**config.mk**
```make
export PLATFORM = sky130hd
export DESIGN_NAME = array_binary_tree_table_unit
export DESIGN_NICKNAME = d
export VERILOG_FILES = /design/src/rtl/abtt_pkg.sv /design/src/rtl/abtt_ram.sv /design/src/rtl/array_binary_tree_table_unit.sv
export SDC_FILE = /design/constraint.sdc
export NUM_CORES = 2
export LEC_CHECK = 0
export BUFFER_PORTS_ARGS = -buffer_cell sky130_fd_sc_hd__buf_2
export CAP_MARGIN = 5
export CORE_MARGIN = 2
export CORE_UTILIZATION = 30
export CTS_BUF_LIST = sky130_fd_sc_hd__clkbuf_2
export DETAILED_ROUTE_END_ITERATION = 10
export SYNTH_ARGS = -nofsm -noshare
export SYNTH_HDL_FRONTEND = slang
export SYNTH_SLANG_ARGS = --single-unit
```
**constraint.sdc**
```tcl
create_clock -name clk_i -period 9.3 [get_ports clk_i]
set_input_delay 1.86 -clock clk_i [delete_from_list [all_inputs] [get_ports clk_i]]
set_output_delay 1.86 -clock clk_i [all_outputs]
set_load 0.005 [all_outputs]
```
**src/rtl/abtt_pkg.sv**
```systemverilog
package abtt_pkg;

  // Result item widths fixed by the port list
  localparam int SlotBits = 6;
  localparam int OutBits  = 32;

  // Most result beats one search may return
  localparam int MaxRes = 63;

  typedef enum logic [2:0] {
    REQ_INSERT        = 3'd0,
    REQ_DELETE        = 3'd1,
    REQ_FIND_PARENT   = 3'd2,
    REQ_FIND_CHILDREN = 3'd3,
    REQ_FIND_INDEX    = 3'd4
  } req_e;

  typedef enum logic [2:0] {
    STAT_OK           = 3'd0,
    STAT_NOT_FOUND    = 3'd1,
    STAT_OCCUPIED     = 3'd2,
    STAT_PARENT_EMPTY = 3'd3,
    STAT_OUT_OF_RANGE = 3'd4
  } status_e;

  typedef enum logic [3:0] {
    ST_IDLE,
    ST_INSERT,
    ST_SCAN_RD,
    ST_SCAN_CMP,
    ST_PAR_DATA,
    ST_KID_LEFT,
    ST_KID_RIGHT,
    ST_DEL_FIND,
    ST_DEL_WR,
    ST_FINISH
  } state_e;

  typedef struct packed {
    status_e                     status;
    logic [SlotBits-1:0]         node_slot;
    logic [OutBits-1:0]          parent_value;
    logic                        parent_present;
    logic [OutBits-1:0]          left_value;
    logic                        left_present;
    logic [OutBits-1:0]          right_value;
    logic                        right_present;
  } item_t;

  // Result item with only status and slot filled in
  function automatic item_t plain_item(status_e st, logic [SlotBits-1:0] slot);
    item_t it;
    it                = '0;
    it.status         = st;
    it.node_slot      = slot;
    return it;
  endfunction

endpackage

```
**src/rtl/abtt_ram.sv**
```systemverilog
module abtt_ram #(
  parameter int WIDTH = 32,
  parameter int DEPTH = 64
) (
  input  logic                     clk_i,
  input  logic                     we_i,
  input  logic [$clog2(DEPTH)-1:0] waddr_i,
  input  logic [WIDTH-1:0]         wdata_i,
  input  logic [$clog2(DEPTH)-1:0] raddr_i,
  output logic [WIDTH-1:0]         rdata_o
);

  logic [WIDTH-1:0] mem_q [DEPTH];
  logic [WIDTH-1:0] rdata_q;

  // write port and registered read port
  always_ff @(posedge clk_i) begin
    if (we_i) begin
      mem_q[waddr_i] <= wdata_i;
    end
    rdata_q <= mem_q[raddr_i];
  end

  assign rdata_o = rdata_q;

endmodule

```
**src/rtl/array_binary_tree_table_unit.sv**
```systemverilog
// Insert checks the target and writes it in the insert state, then hands its beat over.
// Searches and delete walk the table slot by slot, skipping empty slots and comparing
// occupied ones; a find parent match fetches the parent, a find children match the left and
// then the right child; delete of an inner node pulls from the highest occupied odd slot.
// Throughput: one request at a time, taken once the final beat is in the output register.
// Reset: asynchronous, active low; every valid bit clears at once, values stay undefined.
module array_binary_tree_table_unit #(
  parameter int TABLE_SIZE = 64,
  parameter int VALUE_BITS = 32
) (
  input  logic               clk_i,
  input  logic               rst_ni,
  input  logic               in_valid_i,
  output logic               in_stall_o,
  input  logic [2:0]         req_type_i,
  input  logic signed [31:0] key_value_i,
  input  logic [5:0]         parent_slot_i,
  input  logic               child_side_i,
  output logic               out_valid_o,
  input  logic               out_stall_i,
  output logic [2:0]         status_o,
  output logic [5:0]         node_slot_o,
  output logic signed [31:0] parent_value_o,
  output logic               parent_present_o,
  output logic signed [31:0] left_value_o,
  output logic               left_present_o,
  output logic signed [31:0] right_value_o,
  output logic               right_present_o,
  output logic               last_result_o
);

  localparam int IW    = $clog2(TABLE_SIZE);
  localparam int VW    = VALUE_BITS;
  localparam int OW    = abtt_pkg::OutBits;
  localparam int SW    = abtt_pkg::SlotBits;
  localparam int SLast = ((TABLE_SIZE - 1) % 2 == 1) ? TABLE_SIZE - 1 : TABLE_SIZE - 2;

  abtt_pkg::state_e state_q, state_d;
  abtt_pkg::req_e   req_q;

  logic [VW-1:0]         key_q;
  logic [5:0]            pslot_q;
  logic                  side_q;
  logic [IW-1:0]         idx_q, idx_d;
  logic [IW-1:0]         sidx_q, sidx_d;
  logic [SW-1:0]         n_q, n_d;
  logic [TABLE_SIZE-1:0] valid_q;
  abtt_pkg::item_t       pend_q, pend_d;
  logic                  pend_valid_q, pend_valid_d;
  logic [OW-1:0]         lval_q, lval_d;
  abtt_pkg::item_t       out_item_q, out_item_d;
  logic                  out_last_q, out_last_d;
  logic                  out_valid_q;
  logic                  out_load;
  logic                  out_free;
  logic                  in_accept;

  logic                  ram_we;
  logic [IW-1:0]         ram_waddr;
  logic [VW-1:0]         ram_wdata;
  logic [IW-1:0]         ram_raddr;
  logic [VW-1:0]         ram_rdata;

  logic                  vset;
  logic                  vclr;
  logic [IW-1:0]         vset_idx;
  logic [IW-1:0]         vclr_idx;

  logic [IW:0]           left_w;
  logic [IW:0]           right_w;
  logic                  left_occ;
  logic                  right_occ;
  logic [IW-1:0]         up_idx;
  logic                  scan_end;
  logic                  p_in_range;
  logic [IW-1:0]         p_idx;
  logic [IW:0]           c_w;
  logic                  key_hit;
  logic                  can_push;
  abtt_pkg::item_t       new_item;

  assign in_stall_o = (state_q != abtt_pkg::ST_IDLE);
  assign in_accept  = in_valid_i && !in_stall_o;
  assign out_free   = !out_valid_q || !out_stall_i;
  assign can_push   = !pend_valid_q || out_free;

  // slot neighbours of the scan position
  assign left_w    = {idx_q, 1'b0};
  assign right_w   = {idx_q, 1'b1};
  assign left_occ  = (left_w < (IW + 1)'(TABLE_SIZE)) && valid_q[left_w[IW-1:0]];
  assign right_occ = (right_w < (IW + 1)'(TABLE_SIZE)) && valid_q[right_w[IW-1:0]];
  assign up_idx    = idx_q >> 1;
  assign scan_end  = (idx_q == IW'(TABLE_SIZE - 1));
  assign key_hit   = (ram_rdata == key_q);

  // insert target
  assign p_in_range = ({26'd0, pslot_q} < 32'(TABLE_SIZE));
  assign p_idx      = IW'(pslot_q);
  assign c_w        = {p_idx, side_q};

  abtt_ram #(
    .WIDTH(VW),
    .DEPTH(TABLE_SIZE)
  ) u_ram (
    .clk_i  (clk_i),
    .we_i   (ram_we),
    .waddr_i(ram_waddr),
    .wdata_i(ram_wdata),
    .raddr_i(ram_raddr),
    .rdata_o(ram_rdata)
  );

  // sequencer: next state, memory access and result handling
  always_comb begin
    state_d      = state_q;
    idx_d        = idx_q;
    sidx_d       = sidx_q;
    n_d          = n_q;
    pend_d       = pend_q;
    pend_valid_d = pend_valid_q;
    lval_d       = lval_q;
    out_load     = 1'b0;
    out_item_d   = pend_q;
    out_last_d   = 1'b0;
    ram_we       = 1'b0;
    ram_waddr    = idx_q;
    ram_wdata    = key_q;
    ram_raddr    = idx_q;
    vset         = 1'b0;
    vset_idx     = idx_q;
    vclr         = 1'b0;
    vclr_idx     = idx_q;
    new_item     = abtt_pkg::plain_item(abtt_pkg::STAT_OK, SW'(idx_q));

    unique case (state_q)
      abtt_pkg::ST_IDLE: begin
        idx_d = IW'(1);
        n_d   = '0;
        if (in_accept) begin
          unique case (abtt_pkg::req_e'(req_type_i))
            abtt_pkg::REQ_INSERT:        state_d = abtt_pkg::ST_INSERT;
            abtt_pkg::REQ_DELETE,
            abtt_pkg::REQ_FIND_PARENT,
            abtt_pkg::REQ_FIND_CHILDREN,
            abtt_pkg::REQ_FIND_INDEX:    state_d = abtt_pkg::ST_SCAN_RD;
            default:                     state_d = abtt_pkg::ST_IDLE;
          endcase
        end
      end

      abtt_pkg::ST_INSERT: begin
        state_d      = abtt_pkg::ST_FINISH;
        pend_valid_d = 1'b1;
        priority if (!valid_q[1]) begin
          ram_we    = 1'b1;
          ram_waddr = IW'(1);
          vset      = 1'b1;
          vset_idx  = IW'(1);
          pend_d    = abtt_pkg::plain_item(abtt_pkg::STAT_OK, SW'(1));
        end else if (!p_in_range) begin
          pend_d = abtt_pkg::plain_item(abtt_pkg::STAT_OUT_OF_RANGE, '0);
        end else if (!valid_q[p_idx]) begin
          pend_d = abtt_pkg::plain_item(abtt_pkg::STAT_PARENT_EMPTY, '0);
        end else if (c_w >= (IW + 1)'(TABLE_SIZE)) begin
          pend_d = abtt_pkg::plain_item(abtt_pkg::STAT_OUT_OF_RANGE, '0);
        end else if (valid_q[c_w[IW-1:0]]) begin
          pend_d = abtt_pkg::plain_item(abtt_pkg::STAT_OCCUPIED, SW'(c_w));
        end else begin
          ram_we    = 1'b1;
          ram_waddr = c_w[IW-1:0];
          vset      = 1'b1;
          vset_idx  = c_w[IW-1:0];
          pend_d    = abtt_pkg::plain_item(abtt_pkg::STAT_OK, SW'(c_w));
        end
      end

      // skip empty slots, read occupied ones
      abtt_pkg::ST_SCAN_RD: begin
        ram_raddr = idx_q;
        if (valid_q[idx_q]) begin
          state_d = abtt_pkg::ST_SCAN_CMP;
        end else if (scan_end) begin
          state_d = abtt_pkg::ST_FINISH;
        end else begin
          idx_d = idx_q + IW'(1);
        end
      end

      abtt_pkg::ST_SCAN_CMP: begin
        if (!key_hit) begin
          if (scan_end) begin
            state_d = abtt_pkg::ST_FINISH;
          end else begin
            idx_d   = idx_q + IW'(1);
            state_d = abtt_pkg::ST_SCAN_RD;
          end
        end else begin
          unique case (req_q)
            abtt_pkg::REQ_FIND_PARENT: begin
              ram_raddr = up_idx;
              state_d   = abtt_pkg::ST_PAR_DATA;
            end
            abtt_pkg::REQ_FIND_CHILDREN: begin
              ram_raddr = left_w[IW-1:0];
              state_d   = abtt_pkg::ST_KID_LEFT;
            end
            abtt_pkg::REQ_DELETE: begin
              if (!left_occ && !right_occ) begin
                vclr         = 1'b1;
                vclr_idx     = idx_q;
                pend_d       = new_item;
                pend_valid_d = 1'b1;
                state_d      = abtt_pkg::ST_FINISH;
              end else begin
                sidx_d  = IW'(SLast);
                state_d = abtt_pkg::ST_DEL_FIND;
              end
            end
            default: begin
              pend_d       = new_item;
              pend_valid_d = 1'b1;
              state_d      = abtt_pkg::ST_FINISH;
            end
          endcase
        end
      end

      // fetch the parent value, then hand the beat on
      abtt_pkg::ST_PAR_DATA: begin
        ram_raddr               = up_idx;
        new_item.parent_present = valid_q[up_idx];
        new_item.parent_value   = valid_q[up_idx] ? OW'(ram_rdata) : '0;
        if (can_push) begin
          out_load     = pend_valid_q;
          pend_d       = new_item;
          pend_valid_d = 1'b1;
          n_d          = n_q + SW'(1);
          if (scan_end || n_q == SW'(abtt_pkg::MaxRes - 1)) begin
            state_d = abtt_pkg::ST_FINISH;
          end else begin
            idx_d   = idx_q + IW'(1);
            state_d = abtt_pkg::ST_SCAN_RD;
          end
        end
      end

      // keep the left child value, read the right one
      abtt_pkg::ST_KID_LEFT: begin
        lval_d    = left_occ ? OW'(ram_rdata) : '0;
        ram_raddr = right_w[IW-1:0];
        state_d   = abtt_pkg::ST_KID_RIGHT;
      end

      abtt_pkg::ST_KID_RIGHT: begin
        ram_raddr              = right_w[IW-1:0];
        new_item.left_present  = left_occ;
        new_item.left_value    = lval_q;
        new_item.right_present = right_occ;
        new_item.right_value   = right_occ ? OW'(ram_rdata) : '0;
        if (can_push) begin
          out_load     = pend_valid_q;
          pend_d       = new_item;
          pend_valid_d = 1'b1;
          n_d          = n_q + SW'(1);
          if (scan_end || n_q == SW'(abtt_pkg::MaxRes - 1)) begin
            state_d = abtt_pkg::ST_FINISH;
          end else begin
            idx_d   = idx_q + IW'(1);
            state_d = abtt_pkg::ST_SCAN_RD;
          end
        end
      end

      // walk odd slots downwards for the highest occupied one
      abtt_pkg::ST_DEL_FIND: begin
        ram_raddr = sidx_q;
        if (valid_q[sidx_q]) begin
          state_d = abtt_pkg::ST_DEL_WR;
        end else if (sidx_q == IW'(3)) begin
          pend_d       = new_item;
          pend_valid_d = 1'b1;
          state_d      = abtt_pkg::ST_FINISH;
        end else begin
          sidx_d = sidx_q - IW'(2);
        end
      end

      // move the value across and drop the source slot
      abtt_pkg::ST_DEL_WR: begin
        ram_we       = 1'b1;
        ram_waddr    = idx_q;
        ram_wdata    = ram_rdata;
        vclr         = 1'b1;
        vclr_idx     = sidx_q;
        pend_d       = new_item;
        pend_valid_d = 1'b1;
        state_d      = abtt_pkg::ST_FINISH;
      end

      // hand over the final beat, or not found when nothing matched
      abtt_pkg::ST_FINISH: begin
        if (out_free) begin
          out_load     = 1'b1;
          out_last_d   = 1'b1;
          out_item_d   = pend_valid_q ? pend_q :
                         abtt_pkg::plain_item(abtt_pkg::STAT_NOT_FOUND, '0);
          pend_valid_d = 1'b0;
          state_d      = abtt_pkg::ST_IDLE;
        end
      end

      default: state_d = abtt_pkg::ST_IDLE;
    endcase
  end

  // control state
  always_ff @(posedge clk_i or negedge rst_ni) begin
    if (!rst_ni) begin
      state_q      <= abtt_pkg::ST_IDLE;
      idx_q        <= '0;
      sidx_q       <= '0;
      n_q          <= '0;
      pend_valid_q <= 1'b0;
      out_valid_q  <= 1'b0;
      valid_q      <= '0;
    end else begin
      state_q      <= state_d;
      idx_q        <= idx_d;
      sidx_q       <= sidx_d;
      n_q          <= n_d;
      pend_valid_q <= pend_valid_d;
      if (out_load) begin
        out_valid_q <= 1'b1;
      end else if (out_free) begin
        out_valid_q <= 1'b0;
      end
      if (vset) begin
        valid_q[vset_idx] <= 1'b1;
      end
      if (vclr) begin
        valid_q[vclr_idx] <= 1'b0;
      end
    end
  end

  // request and result payload
  always_ff @(posedge clk_i) begin
    if (in_accept) begin
      req_q   <= abtt_pkg::req_e'(req_type_i);
      key_q   <= VW'(key_value_i);
      pslot_q <= parent_slot_i;
      side_q  <= child_side_i;
    end
    pend_q <= pend_d;
    lval_q <= lval_d;
    if (out_load) begin
      out_item_q <= out_item_d;
      out_last_q <= out_last_d;
    end
  end

  assign out_valid_o      = out_valid_q;
  assign status_o         = out_item_q.status;
  assign node_slot_o      = out_item_q.node_slot;
  assign parent_value_o   = out_item_q.parent_value;
  assign parent_present_o = out_item_q.parent_present;
  assign left_value_o     = out_item_q.left_value;
  assign left_present_o   = out_item_q.left_present;
  assign right_value_o    = out_item_q.right_value;
  assign right_present_o  = out_item_q.right_present;
  assign last_result_o    = out_last_q;

endmodule

```
==> qor.yml <==
critical_path:
  timing.rr.start: "u_ram.rdata_o[10]"
  regToRegEndpoint: "u_ram.rdata_o[3]"
  end_kind: "register"
  cp-start-kind: "register"
  critPathArrivalTime_ns: 8.08
  r2r_slack_ns: 2.88
  worst-path-max-fanout: 40
  r2r_cells: 13
  critPathKind: "reg2reg"
  cp.required_ns: 10.96
  crit_path_start: "u_ram.rdata_o[10]"
clock_network:
  cts_max_path_buffers: 4
  cts_sinks: 2459
  worstSkewPairLatency_ns: 1.93
  htree_levels: 6
  root_buffer: "clkbuf_2"
  path_clk_slew_ns: 0.12
  cts_tree: "built"
  numCtsBuffers: 623
  cts_resized: 0
power_and_ir_drop:
  p_leak_uw: 0.03712
  power_density_mw_per_mm2: 283.7
  ir_drop_mv: 0.3210
yosys:
  synth_flop_cell: "edfxtp_1"
  avgSynthCellArea_um2: 14.52
  ys_seq_area_share_pct: 74.41
  synthesis.instances: 6763
  synth.largest_area_cell: "edfxtp_1"
  synth-async-reset-ratio_pct: 3.579
  synth.most_common_cell: "edfxtp_1"
  synth_top_family_by_area: "simple AND/OR/NAND/NOR gates"
  synthMuxAreaShare_pct: 5.362
  yosys.area_share.simple_pct: 12.05
  synth_edf_count: 2339
  ys_ff_latch: 2459
  ys_warn_count: 0
  synth_area_mm2: 0.09821
  syn-num-nets: 6813
  synth.distinct_cells: 79
  synthAdderAreaFrac_pct: 0.05096
  netlist.area_leader.share_pct: 71.52
  synthTopCellsByCount: "edfxtp_1 (2339), nand2_1 (1592), nand3_1 (401)"
  synth_compound_area_share_pct: 5.807
  synthTopCellsByArea: "edfxtp_1 (72%), nand2_1 (6.1%), mux2i_1 (3.1%), a32oi_1 (2.6%), mux4_2 (2.3%)"
  synth_xor_area_share_pct: 0.3656
min_path:
  min_to: "req_q[1]"
  hold_class: "in2reg"
  hp-start: "req_type_i[1]"
  whs_path_depth: 1
timing:
  slew_headroom_pct: 7.311
  max_freq_ghz: 0.1557
  final_hold_viol_count: 0
  finalCritPeriodShare_pct: 69.05
  finalSetupViolCount: 0
  drv_slew: 0
  fin_setup_tns_ns: 0
  tightest_slew_ns: 1.387
  rsz0062_at_grt: "false"
  period_needed_ns: 6.421
  skew_ns: 0.2033
layout:
  nets: 7365
  final_area_mm2: 0.1104
  areaGrowthSynthToFinish_pct: 12.42
  drive_above_1_share_pct: 20.00
  fin_cells: 12120
global_routing:
  grt_pass1_wl_um: 441100
  grt_pass1_vias: 61310
  grt_use_total_pct: 18.25
  grt_max_degree: 155
  antenna_found_initial: 15
  gr-total-overflow: 0
floorplan:
  core_mm2: 0.3266
  dieArea_mm2: 0.3320
  die_h_um: 576.2
  rows: 210
  start_util_pct: 30.07
  ios: 157
  die_w_um: 576.2
detailed_routing:
  drt_iter0_drc: 9423
  route.antenna.remaining_nets: 0
  dr.pass1.iters: 6
  dr_total_vias: 63850
  avgViaCountPerCell: 5.270
  routed_wl_um: 312700
  routedWlPerCell_um: 25.81
  route.detailed.drc: 0
placed_design:
  portBuffers: 156
  placement.cell_area_mm2: 0.1049
  gp_congestion: 0.9044
  dp_cells: 11040
  hpwl_um: 177800
run:
  cap_violations: 0
run_status:
  status: "completed"
worst max-delay path by stage:
stage / end / slack [ns] / depth (start not counted)
2_1_floorplan: pend_q[0] / 1.33 / 11
3_3_place_gp: u_ram.rdata_o[5] / 3.06 / 13
3_5_place_dp: u_ram.rdata_o[5] / 3.08 / 13
4_1_cts: u_ram.rdata_o[5] / 3.08 / 13
5_1_grt: u_ram.rdata_o[24] / 2.81 / 12
6_report: u_ram.rdata_o[3] / 2.88 / 13
routing by layer:
metal  vias up  wire, um  GRT usage [%]  part of all wire [%]
met2      4235    139800          28.03                    45
li1      27100         -              -                     -
met3       579     36500          4.284                    12
met4         2     11080          6.925                   3.5
met1     31940    125300          25.05                    40
met5         -        13              0                0.0042
logic make-up after synthesis:
logic type | count (synthesis)
AO/OA/AOI/OAI | 763
buffers and inverters | 438
adder cells (fa/ha/maj) | 4
multiplexers | 402
flip-flops | 2459
XOR/XNOR | 41
AND/OR/NAND/NOR | 2656
worst max-delay path, stage by stage, from the launching register on:
cell and delay [ns]:
dfxtp_1 0.55, xor2_1 0.11, nor4_1 0.75, nand4_1 0.44
or2_1 0.48, or3_4 0.45, a22oi_2 0.29, buf_4 0.59
nor4_2 0.21, buf_4 0.26, buf_4 0.33, a32oi_1 0.28
nand4_1 0.43, o31ai_1 0.96
power by group:
part	internal [uW]	switching (uW)	total [uW]
Combinational	2000	7000	9000
Clock	2870	4380	7250
Sequential	14500	536	15100
Total	19400	11900	31300
sequential cells by signal, summed over array words and instances (netlist names), 3 cells and up:
signal          cells
u_ram.mem_q      2048
pend_q            108
valid_q            64
key_q              32
left_value_o       32
lval_q             32
parent_value_o     32
right_value_o      32
u_ram.rdata_o      32
idx_q               6
n_q                 6
node_slot_o         6
p_idx               6
sidx_q              6
state_q             4
req_q               3
status_o            3
final cells by class:
type / instances / area [um^2]
antenna: 15 / 37.54
clock buffer: 910 / 4554
clock inverter: 155 / 880.8
fill: 31690 / 216200
inverter: 23 / 86.33
multi-input combinational: 3866 / 23960
sequential: 2459 / 73080
tap: 4346 / 5438
timing repair buffer: 342 / 2370
per-stage QoR:
step	setup WS [ns]	util, %	hold WS, ns	power [uW]
floorplan	1.328	-	0.4818	19810
global placement	3.060	32.13	0.5018	23970
detailed placement	3.079	32.13	0.5074	24090
CTS	3.085	33.79	0.009890	31230
global route	2.812	33.80	0.006514	32400
finish	2.879	33.81	0.1957	31330
cell usage in the layout (no fill, tap or decap), types with 86 or more instances in the layout:
master    instances
a21oi_1         172
a32oi_1         289
and2_1          164
buf_2           155
buf_4           171
clkbuf_2        910
clkinv_1        111
dfrtp_1          86
edfxtp_1       2339
mux2i_1         300
mux4_2           99
nand2_1        1560
nand3_1         401
nand4_1         129
nor2b_1         116
what timing repair did:
item | CTS | global route
hold buffers | 1 | 0
setup endpoints to repair | 0 | 0
buffers inserted | 0 | 0
hold endpoints to repair | 37 | 0
No activity file was read; power rests on OpenSTA's default activity.
